`src/asmtok_pkg.sv`:
```
`default_nettype none

package asmtok_pkg;

	// Token kind codes
	localparam logic [3:0] KIND_HASH    = 4'd0;
	localparam logic [3:0] KIND_DOLLAR  = 4'd1;
	localparam logic [3:0] KIND_COLON   = 4'd2;
	localparam logic [3:0] KIND_PERCENT = 4'd3;
	localparam logic [3:0] KIND_BAR     = 4'd4;
	localparam logic [3:0] KIND_DOT     = 4'd5;
	localparam logic [3:0] KIND_IDENT   = 4'd6;
	localparam logic [3:0] KIND_INT     = 4'd7;
	localparam logic [3:0] KIND_END     = 4'd8;
	localparam logic [3:0] KIND_ILLEGAL = 4'd9;

	// One emitted token
	typedef struct packed {
		logic [3:0]  kind;
		logic [15:0] start;
		logic [15:0] length;
		logic        last;
	} token_t;

endpackage

`default_nettype wire

```
`src/assembly_source_tokenizer_unit.sv`:
```
// An accepted character is registered, then its tokens are written to the queue.
// Throughput: one character per cycle while the queue has room; a character that
// yields two tokens writes both into the four-entry token queue.
// Input is taken while the queue has room for two tokens.
// Reset (arst_n low) returns to scanning at position zero and empties the queue.
`default_nettype none

module assembly_source_tokenizer_unit #(
	parameter int POSITION_BITS = 16
) (
	input  wire         clk,
	input  wire         arst_n,
	input  wire         char_valid,
	output logic        char_ready,
	input  wire  [7:0]  char_code,
	output logic        token_valid,
	input  wire         token_ready,
	output logic [3:0]  token_kind,
	output logic [15:0] token_start,
	output logic [15:0] token_length,
	output logic        last_of_run
);
	import asmtok_pkg::*;

	logic       valid_s1;
	logic [7:0] char_s1;
	logic       room;
	logic       advance;
	logic [1:0] tok_count;
	token_t     tok0, tok1, head;

	assign advance    = valid_s1 && room;
	assign char_ready = !valid_s1 || room;

	// Input register
	always_ff @(posedge clk or negedge arst_n) begin
		if (!arst_n) begin
			valid_s1 <= 1'b0;
		end else if (char_valid && char_ready) begin
			valid_s1 <= 1'b1;
		end else if (advance) begin
			valid_s1 <= 1'b0;
		end
	end

	always_ff @(posedge clk) begin
		if (char_valid && char_ready)
			char_s1 <= char_code;
	end

	asmtok_core #(.POSITION_BITS(POSITION_BITS)) u_core (
		.clk       (clk),
		.arst_n    (arst_n),
		.advance   (advance),
		.char_code (char_s1),
		.tok0      (tok0),
		.tok1      (tok1),
		.tok_count (tok_count)
	);

	asmtok_fifo u_fifo (
		.clk      (clk),
		.arst_n   (arst_n),
		.wr_count (advance ? tok_count : 2'd0),
		.wr_tok0  (tok0),
		.wr_tok1  (tok1),
		.room     (room),
		.rd_valid (token_valid),
		.rd_ready (token_ready),
		.rd_tok   (head)
	);

	assign token_kind   = head.kind;
	assign token_start  = head.start;
	assign token_length = head.length;
	assign last_of_run  = head.last;

endmodule

`default_nettype wire

```
`src/asmtok_core.sv`:
```
`default_nettype none

module asmtok_core #(
	parameter int POSITION_BITS = 16
) (
	input  wire                    clk,
	input  wire                    arst_n,
	input  wire                    advance,
	input  wire [7:0]              char_code,
	output asmtok_pkg::token_t     tok0,
	output asmtok_pkg::token_t     tok1,
	output logic [1:0]             tok_count
);
	import asmtok_pkg::*;

	// Scan mode codes
	localparam logic [2:0] MODE_SCAN    = 3'd0;
	localparam logic [2:0] MODE_IDENT   = 3'd1;
	localparam logic [2:0] MODE_NUMBER  = 3'd2;
	localparam logic [2:0] MODE_COMMENT = 3'd3;
	localparam logic [2:0] MODE_DONE    = 3'd4;

	localparam logic [7:0] CH_NUL   = 8'h00;
	localparam logic [7:0] CH_NL    = 8'h0A;
	localparam logic [7:0] CH_HASH  = 8'h23;
	localparam logic [7:0] CH_DOLL  = 8'h24;
	localparam logic [7:0] CH_COLON = 8'h3A;
	localparam logic [7:0] CH_PCT   = 8'h25;
	localparam logic [7:0] CH_BAR   = 8'h7C;
	localparam logic [7:0] CH_DOT   = 8'h2E;
	localparam logic [7:0] CH_SEMI  = 8'h3B;
	localparam logic [7:0] CH_USCORE = 8'h5F;

	logic [2:0]               mode_q;
	logic [POSITION_BITS-1:0] pos_q;
	logic [POSITION_BITS-1:0] wstart_q;

	logic [2:0]               mode_d;
	logic                     wstart_set;
	logic                     is_alpha, is_digit, is_space;
	logic                     bt_valid;
	logic [3:0]               bt_kind;
	logic [15:0]              bt_len;
	logic [2:0]               bt_mode;
	logic                     bt_word;
	logic [POSITION_BITS-1:0] diff;
	logic [15:0]              pos16;
	logic [15:0]              word_len;
	logic [15:0]              wstart16;
	token_t                   word_tok;
	token_t                   bt_tok;

	// Character classes
	assign is_alpha = (char_code >= 8'h41 && char_code <= 8'h5A) ||
		(char_code >= 8'h61 && char_code <= 8'h7A) || (char_code == CH_USCORE);
	assign is_digit = (char_code >= 8'h30 && char_code <= 8'h39);
	assign is_space = (char_code == 8'h20) || (char_code >= 8'h09 && char_code <= 8'h0D);

	// Position and word length folded to 16-bit token fields
	assign diff = pos_q - wstart_q;
	generate
		if (POSITION_BITS > 16) begin : g_wide
			assign pos16    = pos_q[15:0];
			assign wstart16 = wstart_q[15:0];
			assign word_len = (|diff[POSITION_BITS-1:16]) ? 16'hFFFF : diff[15:0];
		end else begin : g_narrow
			assign pos16    = 16'(pos_q);
			assign wstart16 = 16'(wstart_q);
			assign word_len = 16'(diff);
		end
	endgenerate

	// Classify the byte as if between tokens
	always_comb begin
		bt_valid = 1'b1;
		bt_kind  = KIND_ILLEGAL;
		bt_len   = 16'd1;
		bt_mode  = MODE_SCAN;
		bt_word  = 1'b0;
		case (char_code)
			CH_HASH:  bt_kind = KIND_HASH;
			CH_DOLL:  bt_kind = KIND_DOLLAR;
			CH_COLON: bt_kind = KIND_COLON;
			CH_PCT:   bt_kind = KIND_PERCENT;
			CH_BAR:   bt_kind = KIND_BAR;
			CH_DOT:   bt_kind = KIND_DOT;
			CH_SEMI: begin
				bt_valid = 1'b0;
				bt_mode  = MODE_COMMENT;
			end
			CH_NUL: begin
				bt_kind = KIND_END;
				bt_len  = 16'd0;
				bt_mode = MODE_DONE;
			end
			default: begin
				if (is_space) begin
					bt_valid = 1'b0;
				end else if (is_alpha) begin
					bt_valid = 1'b0;
					bt_mode  = MODE_IDENT;
					bt_word  = 1'b1;
				end else if (is_digit) begin
					bt_valid = 1'b0;
					bt_mode  = MODE_NUMBER;
					bt_word  = 1'b1;
				end else begin
					bt_mode = MODE_DONE;
				end
			end
		endcase
	end

	assign bt_tok   = '{kind: bt_kind, start: pos16, length: bt_len, last: 1'b1};
	assign word_tok = '{kind: (mode_q == MODE_IDENT) ? KIND_IDENT : KIND_INT,
		start: wstart16, length: word_len, last: !bt_valid};

	// Mode update and token selection
	always_comb begin
		mode_d     = mode_q;
		wstart_set = 1'b0;
		tok0       = bt_tok;
		tok1       = bt_tok;
		tok_count  = 2'd0;
		unique case (mode_q) inside
			MODE_SCAN: begin
				mode_d     = bt_mode;
				wstart_set = bt_word;
				tok_count  = {1'b0, bt_valid};
			end
			MODE_IDENT, MODE_NUMBER: begin
				if (is_digit || (is_alpha && mode_q == MODE_IDENT)) begin
					tok_count = 2'd0;
				end else begin
					mode_d     = bt_mode;
					wstart_set = bt_word;
					tok0       = word_tok;
					tok_count  = bt_valid ? 2'd2 : 2'd1;
				end
			end
			MODE_COMMENT: begin
				if (char_code == CH_NL) begin
					mode_d = MODE_SCAN;
				end else if (char_code == CH_NUL) begin
					mode_d    = bt_mode;
					tok_count = 2'd1;
				end
			end
			default: tok_count = 2'd0;
		endcase
	end

	// Scan state registers
	always_ff @(posedge clk or negedge arst_n) begin
		if (!arst_n) begin
			mode_q   <= MODE_SCAN;
			pos_q    <= '0;
			wstart_q <= '0;
		end else if (advance && mode_q < MODE_DONE) begin
			mode_q <= mode_d;
			if (wstart_set)
				wstart_q <= pos_q;
			if (pos_q != {POSITION_BITS{1'b1}})
				pos_q <= pos_q + 1'b1;
		end
	end

endmodule

`default_nettype wire

```
`src/asmtok_fifo.sv`:
```
`default_nettype none

module asmtok_fifo (
	input  wire                 clk,
	input  wire                 arst_n,
	input  wire [1:0]           wr_count,
	input  asmtok_pkg::token_t  wr_tok0,
	input  asmtok_pkg::token_t  wr_tok1,
	output logic                room,
	output logic                rd_valid,
	input  wire                 rd_ready,
	output asmtok_pkg::token_t  rd_tok
);
	import asmtok_pkg::*;

	token_t     mem_q [4];
	logic [1:0] wp_q, rp_q;
	logic [2:0] count_q;
	logic       rd_fire;

	assign rd_valid = (count_q != 3'd0);
	assign rd_fire  = rd_valid && rd_ready;
	assign room     = (count_q <= 3'd2);
	assign rd_tok   = mem_q[rp_q];

	// Token storage, up to two writes per cycle
	always_ff @(posedge clk) begin
		if (wr_count != 2'd0)
			mem_q[wp_q] <= wr_tok0;
		if (wr_count == 2'd2)
			mem_q[wp_q + 2'd1] <= wr_tok1;
	end

	// Pointers and occupancy
	always_ff @(posedge clk or negedge arst_n) begin
		if (!arst_n) begin
			wp_q    <= '0;
			rp_q    <= '0;
			count_q <= '0;
		end else begin
			wp_q    <= wp_q + wr_count;
			rp_q    <= rp_q + {1'b0, rd_fire};
			count_q <= count_q + {1'b0, wr_count} - {2'b00, rd_fire};
		end
	end

endmodule

`default_nettype wire
```
`config.mk`:
```
export PLATFORM = sky130hd
export DESIGN_NAME = assembly_source_tokenizer_unit
export DESIGN_NICKNAME = d
export VERILOG_FILES = /design/src/asmtok_pkg.sv /design/src/assembly_source_tokenizer_unit.sv /design/src/asmtok_core.sv /design/src/asmtok_fifo.sv
export SDC_FILE = /design/constraint.sdc
export NUM_CORES = 1
export LEC_CHECK = 0
export BUFFER_PORTS_ARGS = -buffer_cell sky130_fd_sc_hd__clkbuf_2
export CORE_MARGIN = 10
export CORE_UTILIZATION = 55
export DETAILED_ROUTE_END_ITERATION = 8
export PLACE_DENSITY = 0.83
export SLEW_MARGIN = 10
export SYNTH_ARGS = -nofsm -noshare
export SYNTH_HDL_FRONTEND = slang
export SYNTH_SLANG_ARGS = --single-unit
```
`constraint.sdc`:
```
create_clock -name clk -period 5.06 [get_ports clk]
set_input_delay 0.759 -clock clk [delete_from_list [all_inputs] [get_ports clk]]
set_output_delay 0.759 -clock clk [all_outputs]
set_load 0.05 [all_outputs]
```
; ---- Word-level counts from Yosys, hierarchy flattened
; Memories as Yosys holds them, arrays and structs flattened.
; Cells that the tools add are included.
[op_classes]
magnitude_cmp = 10
addsub = 7
reduce_logical = 29
mux = 35
eq_ne = 17
[ops]
columns = cell, count
row1 = 37-bit two-way mux, 2
row2 = "8-bit by 6-bit equality test with 1-bit output, second input constant", 7
row3 = 4-bit case mux with 7 select lines, 1
row4 = 3-bit two-way mux, 6
row5 = 3-bit case mux with 3 select lines, 2
row6 = 1-bit two-way mux, 17
row7 = "16-bit by 1-bit adder with 16-bit output, second input constant", 1
row8 = "8-bit by 7-bit equality test with 1-bit output, second input constant", 2
row9 = "8-bit by 7-bit >= comparator with 1-bit output, second input constant", 2
row10 = "8-bit by 7-bit <= comparator with 1-bit output, second input constant", 2
row11 = "16-bit inequality test, second input constant", 1
row12 = 16-bit subtractor, 1
row13 = 1-bit logical AND, 9
row14 = "8-bit by 4-bit equality test with 1-bit output, second input constant", 1
row15 = "8-bit by 4-bit >= comparator with 1-bit output, second input constant", 1
row16 = "8-bit by 6-bit >= comparator with 1-bit output, second input constant", 1
row17 = "8-bit by 4-bit <= comparator with 1-bit output, second input constant", 1
row18 = "8-bit by 6-bit <= comparator with 1-bit output, second input constant", 1
row19 = 8-bit zero test, 1
row20 = 2-bit two-way mux, 4
row21 = 8-bit OR reduction, 1
row22 = 7-bit OR reduction, 1
row23 = "3-bit by 2-bit equality test with 1-bit output, second input constant", 2
row24 = 2-bit case mux with 3 select lines, 1
row25 = other kinds (21), 30
[word_totals]
mem_count = 1
ram_bits = 148
reg_bits = 51
out_inout_bits = 39
[memory_table]
columns = name, words, word_bits, read_ports, rd_clocked_by_memory_dff, wr, line
row1 = u_fifo.mem_q, 4, 37, 1, 0, 2, asmtok_fifo.sv:16  ; token_t mem_q [4];

; ---- Depth between registers and ports, before layout
[depth]
word_depth = 14
ltp_mapped = 12
depth_no_buf = 10

; ---- By module
; Synthesis repeated with hierarchy kept, for this count alone.
[hier_totals]
hier_cells = 781
area_unflattened_um2 = 11207.0
[by_module_without_submodules]
columns = mod, seq_area_each_um2, instances, cells_per_inst, area_each_um2
row1 = asmtok_fifo, 4619.4, 1, 398, 7812.5
row2 = asmtok_core, 875.8, 1, 368, 3081.7
row3 = assembly_source_tokenizer_unit, 265.3, 1, 15, 312.8

; ---- Worst setup path before layout
; OpenSTA, ideal clock, no wires.
[synth_timing]
path_type = register to register
startpoint = register char_s1[4]
endpoint = memory u_fifo.mem_q[2][17] (netlist name) (enable)
required_ns = 4.657
stages_incl_launch_ff = 10
setup_time_ns = 0.403
setup_slack_ns = 1.505
arrival_ns = 3.152
path_buffers = 3
synth_period_minus_slack_ns = 3.555
cell_sequence = edfxtp_1 buf_6 or4_4 or4b_4 o311a_4 a32o_2 buf_6 o31ai_4 buf_8 nand2_1
[synth_rtl]
columns = item, line
row1 = "start, declared", assembly_source_tokenizer_unit.sv:26  ; logic [7:0] char_s1;
row2 = "start signal, assigned", assembly_source_tokenizer_unit.sv:48  ; char_s1 <= char_code;
row3 = "end, declared", asmtok_fifo.sv:16

==> results.py <==
metrics = {
    "outcome": {
        "status": "completed",
    },
    "yosys": {
        "synth_edf_count": 92,
        "yosys_warnings": 0,
        "ys_async_sr_fraction_pct": 21.6,
        "synth_area_um2": 10200,
        "ys_seq_area_share_pct": 50.3,
        "synth_cells": 868,
        "synth_area_per_cell_um2": 11.7,
        "synth_seq_cells": 199,
        "synthesis.nets": 903,
        "ys_types": 75,
        "synth_flop_cell": "edfxtp_1",
    },
    "worst_setup_path": {
        "critPathRequiredTime_ns": 5.25,
        "cp_slowest_cell": "or4_4",
        "reg2reg_from": "char_s1[4]",
        "crit_buf_inv": 1,
        "crit_start": "char_s1[4]",
        "crit_path_start_kind": "register",
        "path_cells": "or4_4, or4b_4, o311a_4, a32o_2, o31ai_4, nand2_1, buf_4",
        "worstPathMaxFanout": 12,
        "path_delay_family": "simple AND/OR/NAND/NOR gates",
        "end_kind": "register",
        "cpPeakStageDelay_ns": 0.60,
        "crit_arrival_ns": 3.80,
        "critPathKind": "register to register",
    },
    "final_layout": {
        "nets": 942,
        "final_cell_area_um2": 11300,
        "mostFrequentLayoutCell": "nand2_1",
        "area_delta_synth_final_pct": 11.0,
        "final_cell_count_no_fill": 1149,
        "layout-drive-gt1-share_pct": 20.0,
        "finalCoreUtilization_pct": 62.5,
        "diodes": 0,
        "final_cell_mix": "nand2_1, edfxtp_1, dfxtp_1",
    },
    "sta": {
        "finClkSkew_ns": 0.0129,
        "hold_slack_ns": 0.403,
        "fmax_mhz": 276,
        "finalCriticalPeriod_ns": 3.62,
        "rsz0062_at_grt": "no",
        "max_slew_margin_pct": 14.5,
        "hold_violations": 0,
        "setup_viol": 0,
        "finalWorstSetupSlack_ns": 1.44,
        "worst_pin_slew_ns": 1.28,
        "fin_setup_tns_ns": 0,
        "finalMaxSlewViolations": 0,
        "period_share_pct": 71.5,
    },
    "clocking": {
        "cts_max_path_buffers": 2,
        "clk_latency_ns": 0.44,
        "numCtsBuffers": 17,
        "cts_tree": "yes",
        "post_cts_buffers": 0,
        "clk_pin_slew_ns": 0.07,
        "ctsResizeCount": 0,
        "h-tree-depth": 4,
        "clock-sinks": 199,
        "cts_root_buffer": "clkbuf_16",
        "hold_buffers": 0,
    },
    "routing": {
        "wl_met1_um": 10100,
        "drc_errors": 0,
        "wl_met2_um": 12800,
        "drtAntennaViolNets": 0,
        "drt-pass1-iter-count": 5,
        "drt_wl_total_um": 25500,
        "via_per_inst": 6.52,
        "drtIter0Drc": 763,
        "vias": 7487,
        "wl_per_cell_um": 22.2,
        "top_layer_used": "met4",
        "dr_wl_met3_um": 2020,
    },
    "pwr": {
        "power_frac_clock_pct": 26.6,
        "p_leak_nw": 4.51,
        "finalPower_mw": 5.15,
        "p_sw_mw": 1.98,
        "powerDensity_nw_per_um2": 456,
        "share_comb_of_total_power_pct": 32.1,
        "p_sw_share_pct": 38.5,
        "internal_power_mw": 3.17,
        "p_seq_share_pct": 41.3,
        "irDropWorstVdd_v": 0.000286,
    },
    "placed_design": {
        "placed_cells": 1117,
        "placed_area_um2": 10700,
        "post-dp-hpwl_um": 16500,
        "port_buffers": 50,
        "dp_slack_ns": 1.47,
        "place_congestion": 0.974,
    },
    "floorplanning": {
        "die_width_um": 156,
        "ioPinCount": 51,
        "design.core.area_um2": 18100,
        "die_h_um": 156,
        "rows": 49,
        "start_util_pct": 56.3,
        "die_area_um2": 24400,
    },
    "grt": {
        "grt_pass1_vias": 7600,
        "overflow": 0,
        "antenna_found_initial": 0,
        "grt_first_pass_wirelength_um": 41000,
        "grt_max_degree": 44,
        "grt_usage_pct": 21.2,
    },
    "hold_path": {
        "hold_path_class": "input pin to asynchronous set/reset pin",
    },
    "job": {
        "cap_violations": 0,
    },
}
sequential cells by signal, indices dropped and copies added (netlist names):
name             count
char_s1              8
u_core.mode_q        3
u_core.pos16        16
u_core.wstart16     16
u_fifo.count_q       3
u_fifo.mem_q       148
u_fifo.rp_q          2
u_fifo.wp_q          2
valid_s1             1
layout make-up:
type                       instances  area, um2
clock buffer                      17        425
clock inverter                    15        163
fill                            1355       6780
inverter                          34        128
multi-input combinational        579       4730
sequential                       199       5120
tap                              229        287
timing repair buffer              76        445
path summary, 6_finish.rpt:
kind	end	slack [ns]	cells past startpoint
hold / removal	u_core.wstart16[15]	0.40	2
hold reg to reg	u_fifo.mem_q[3][9]	0.46	2
max in group asynchronous	u_fifo.rp_q[1]	4.24	2
min in group clk	u_fifo.mem_q[3][9]	0.46	2
setup reg to reg	u_fifo.mem_q[2][33]	1.44	7
setup / recovery	u_fifo.mem_q[2][33]	1.44	7
metal layers:
metal  vias up  GRT usage (%)
li1       3387              -
met1      3683           27.0
met2       365           35.7
met3        52           3.92
met4         0           7.42
met5         -              0
synthesized netlist by cell type (9+ instances only):
cell type,count,area (um2)
dfxtp_1,64,1280
xnor2_1,15,131
nand2_1,101,379
clkbuf_1,39,146
inv_1,34,128
o21ai_0,15,75.1
a31oi_1,9,56.3
dfrtp_1,43,1080
mux2i_1,52,521
ha_1,21,263
mux4_2,37,833
nand3_1,15,75.1
mux2_2,16,180
edfxtp_1,92,2760
a21oi_1,29,145
xor2_1,10,87.6
o22ai_1,18,113
nor2_1,33,124
a22o_1,58,508
nor3_1,22,110
kinds of logic after synthesis:
group	Yosys count	share of synthesized area [%]
DFF	199	50.3
muxes	105	15.1
AOI/OAI and AO/OA	196	14.8
adders and majority gates	23	2.97
buffers and inverters	90	3.86
xor gates and xnor gates	25	2.15
and+or+nand+nor	230	10.9
power by group through the flow:
stage,sequential [mW],clock [mW],combinational [mW]
2_1_floorplan,1.93,0,1.55
3_3_place_gp,2.15,0,1.62
3_5_place_dp,2.16,0,1.64
4_1_cts,2.13,1.38,1.65
5_1_grt,2.16,1.44,1.77
6_report,2.13,1.37,1.65
worst reg2reg max path, delay by kind of cell, from the launching register on:
family,cells,cell delay (ns)
AO/OA/AOI/OAI,3,0.85
buffers and inverters,1,0.40
flip-flops,1,0.52
AND/OR/NAND/NOR,3,1.59
Note: power is estimated with default switching activity, not from simulation.
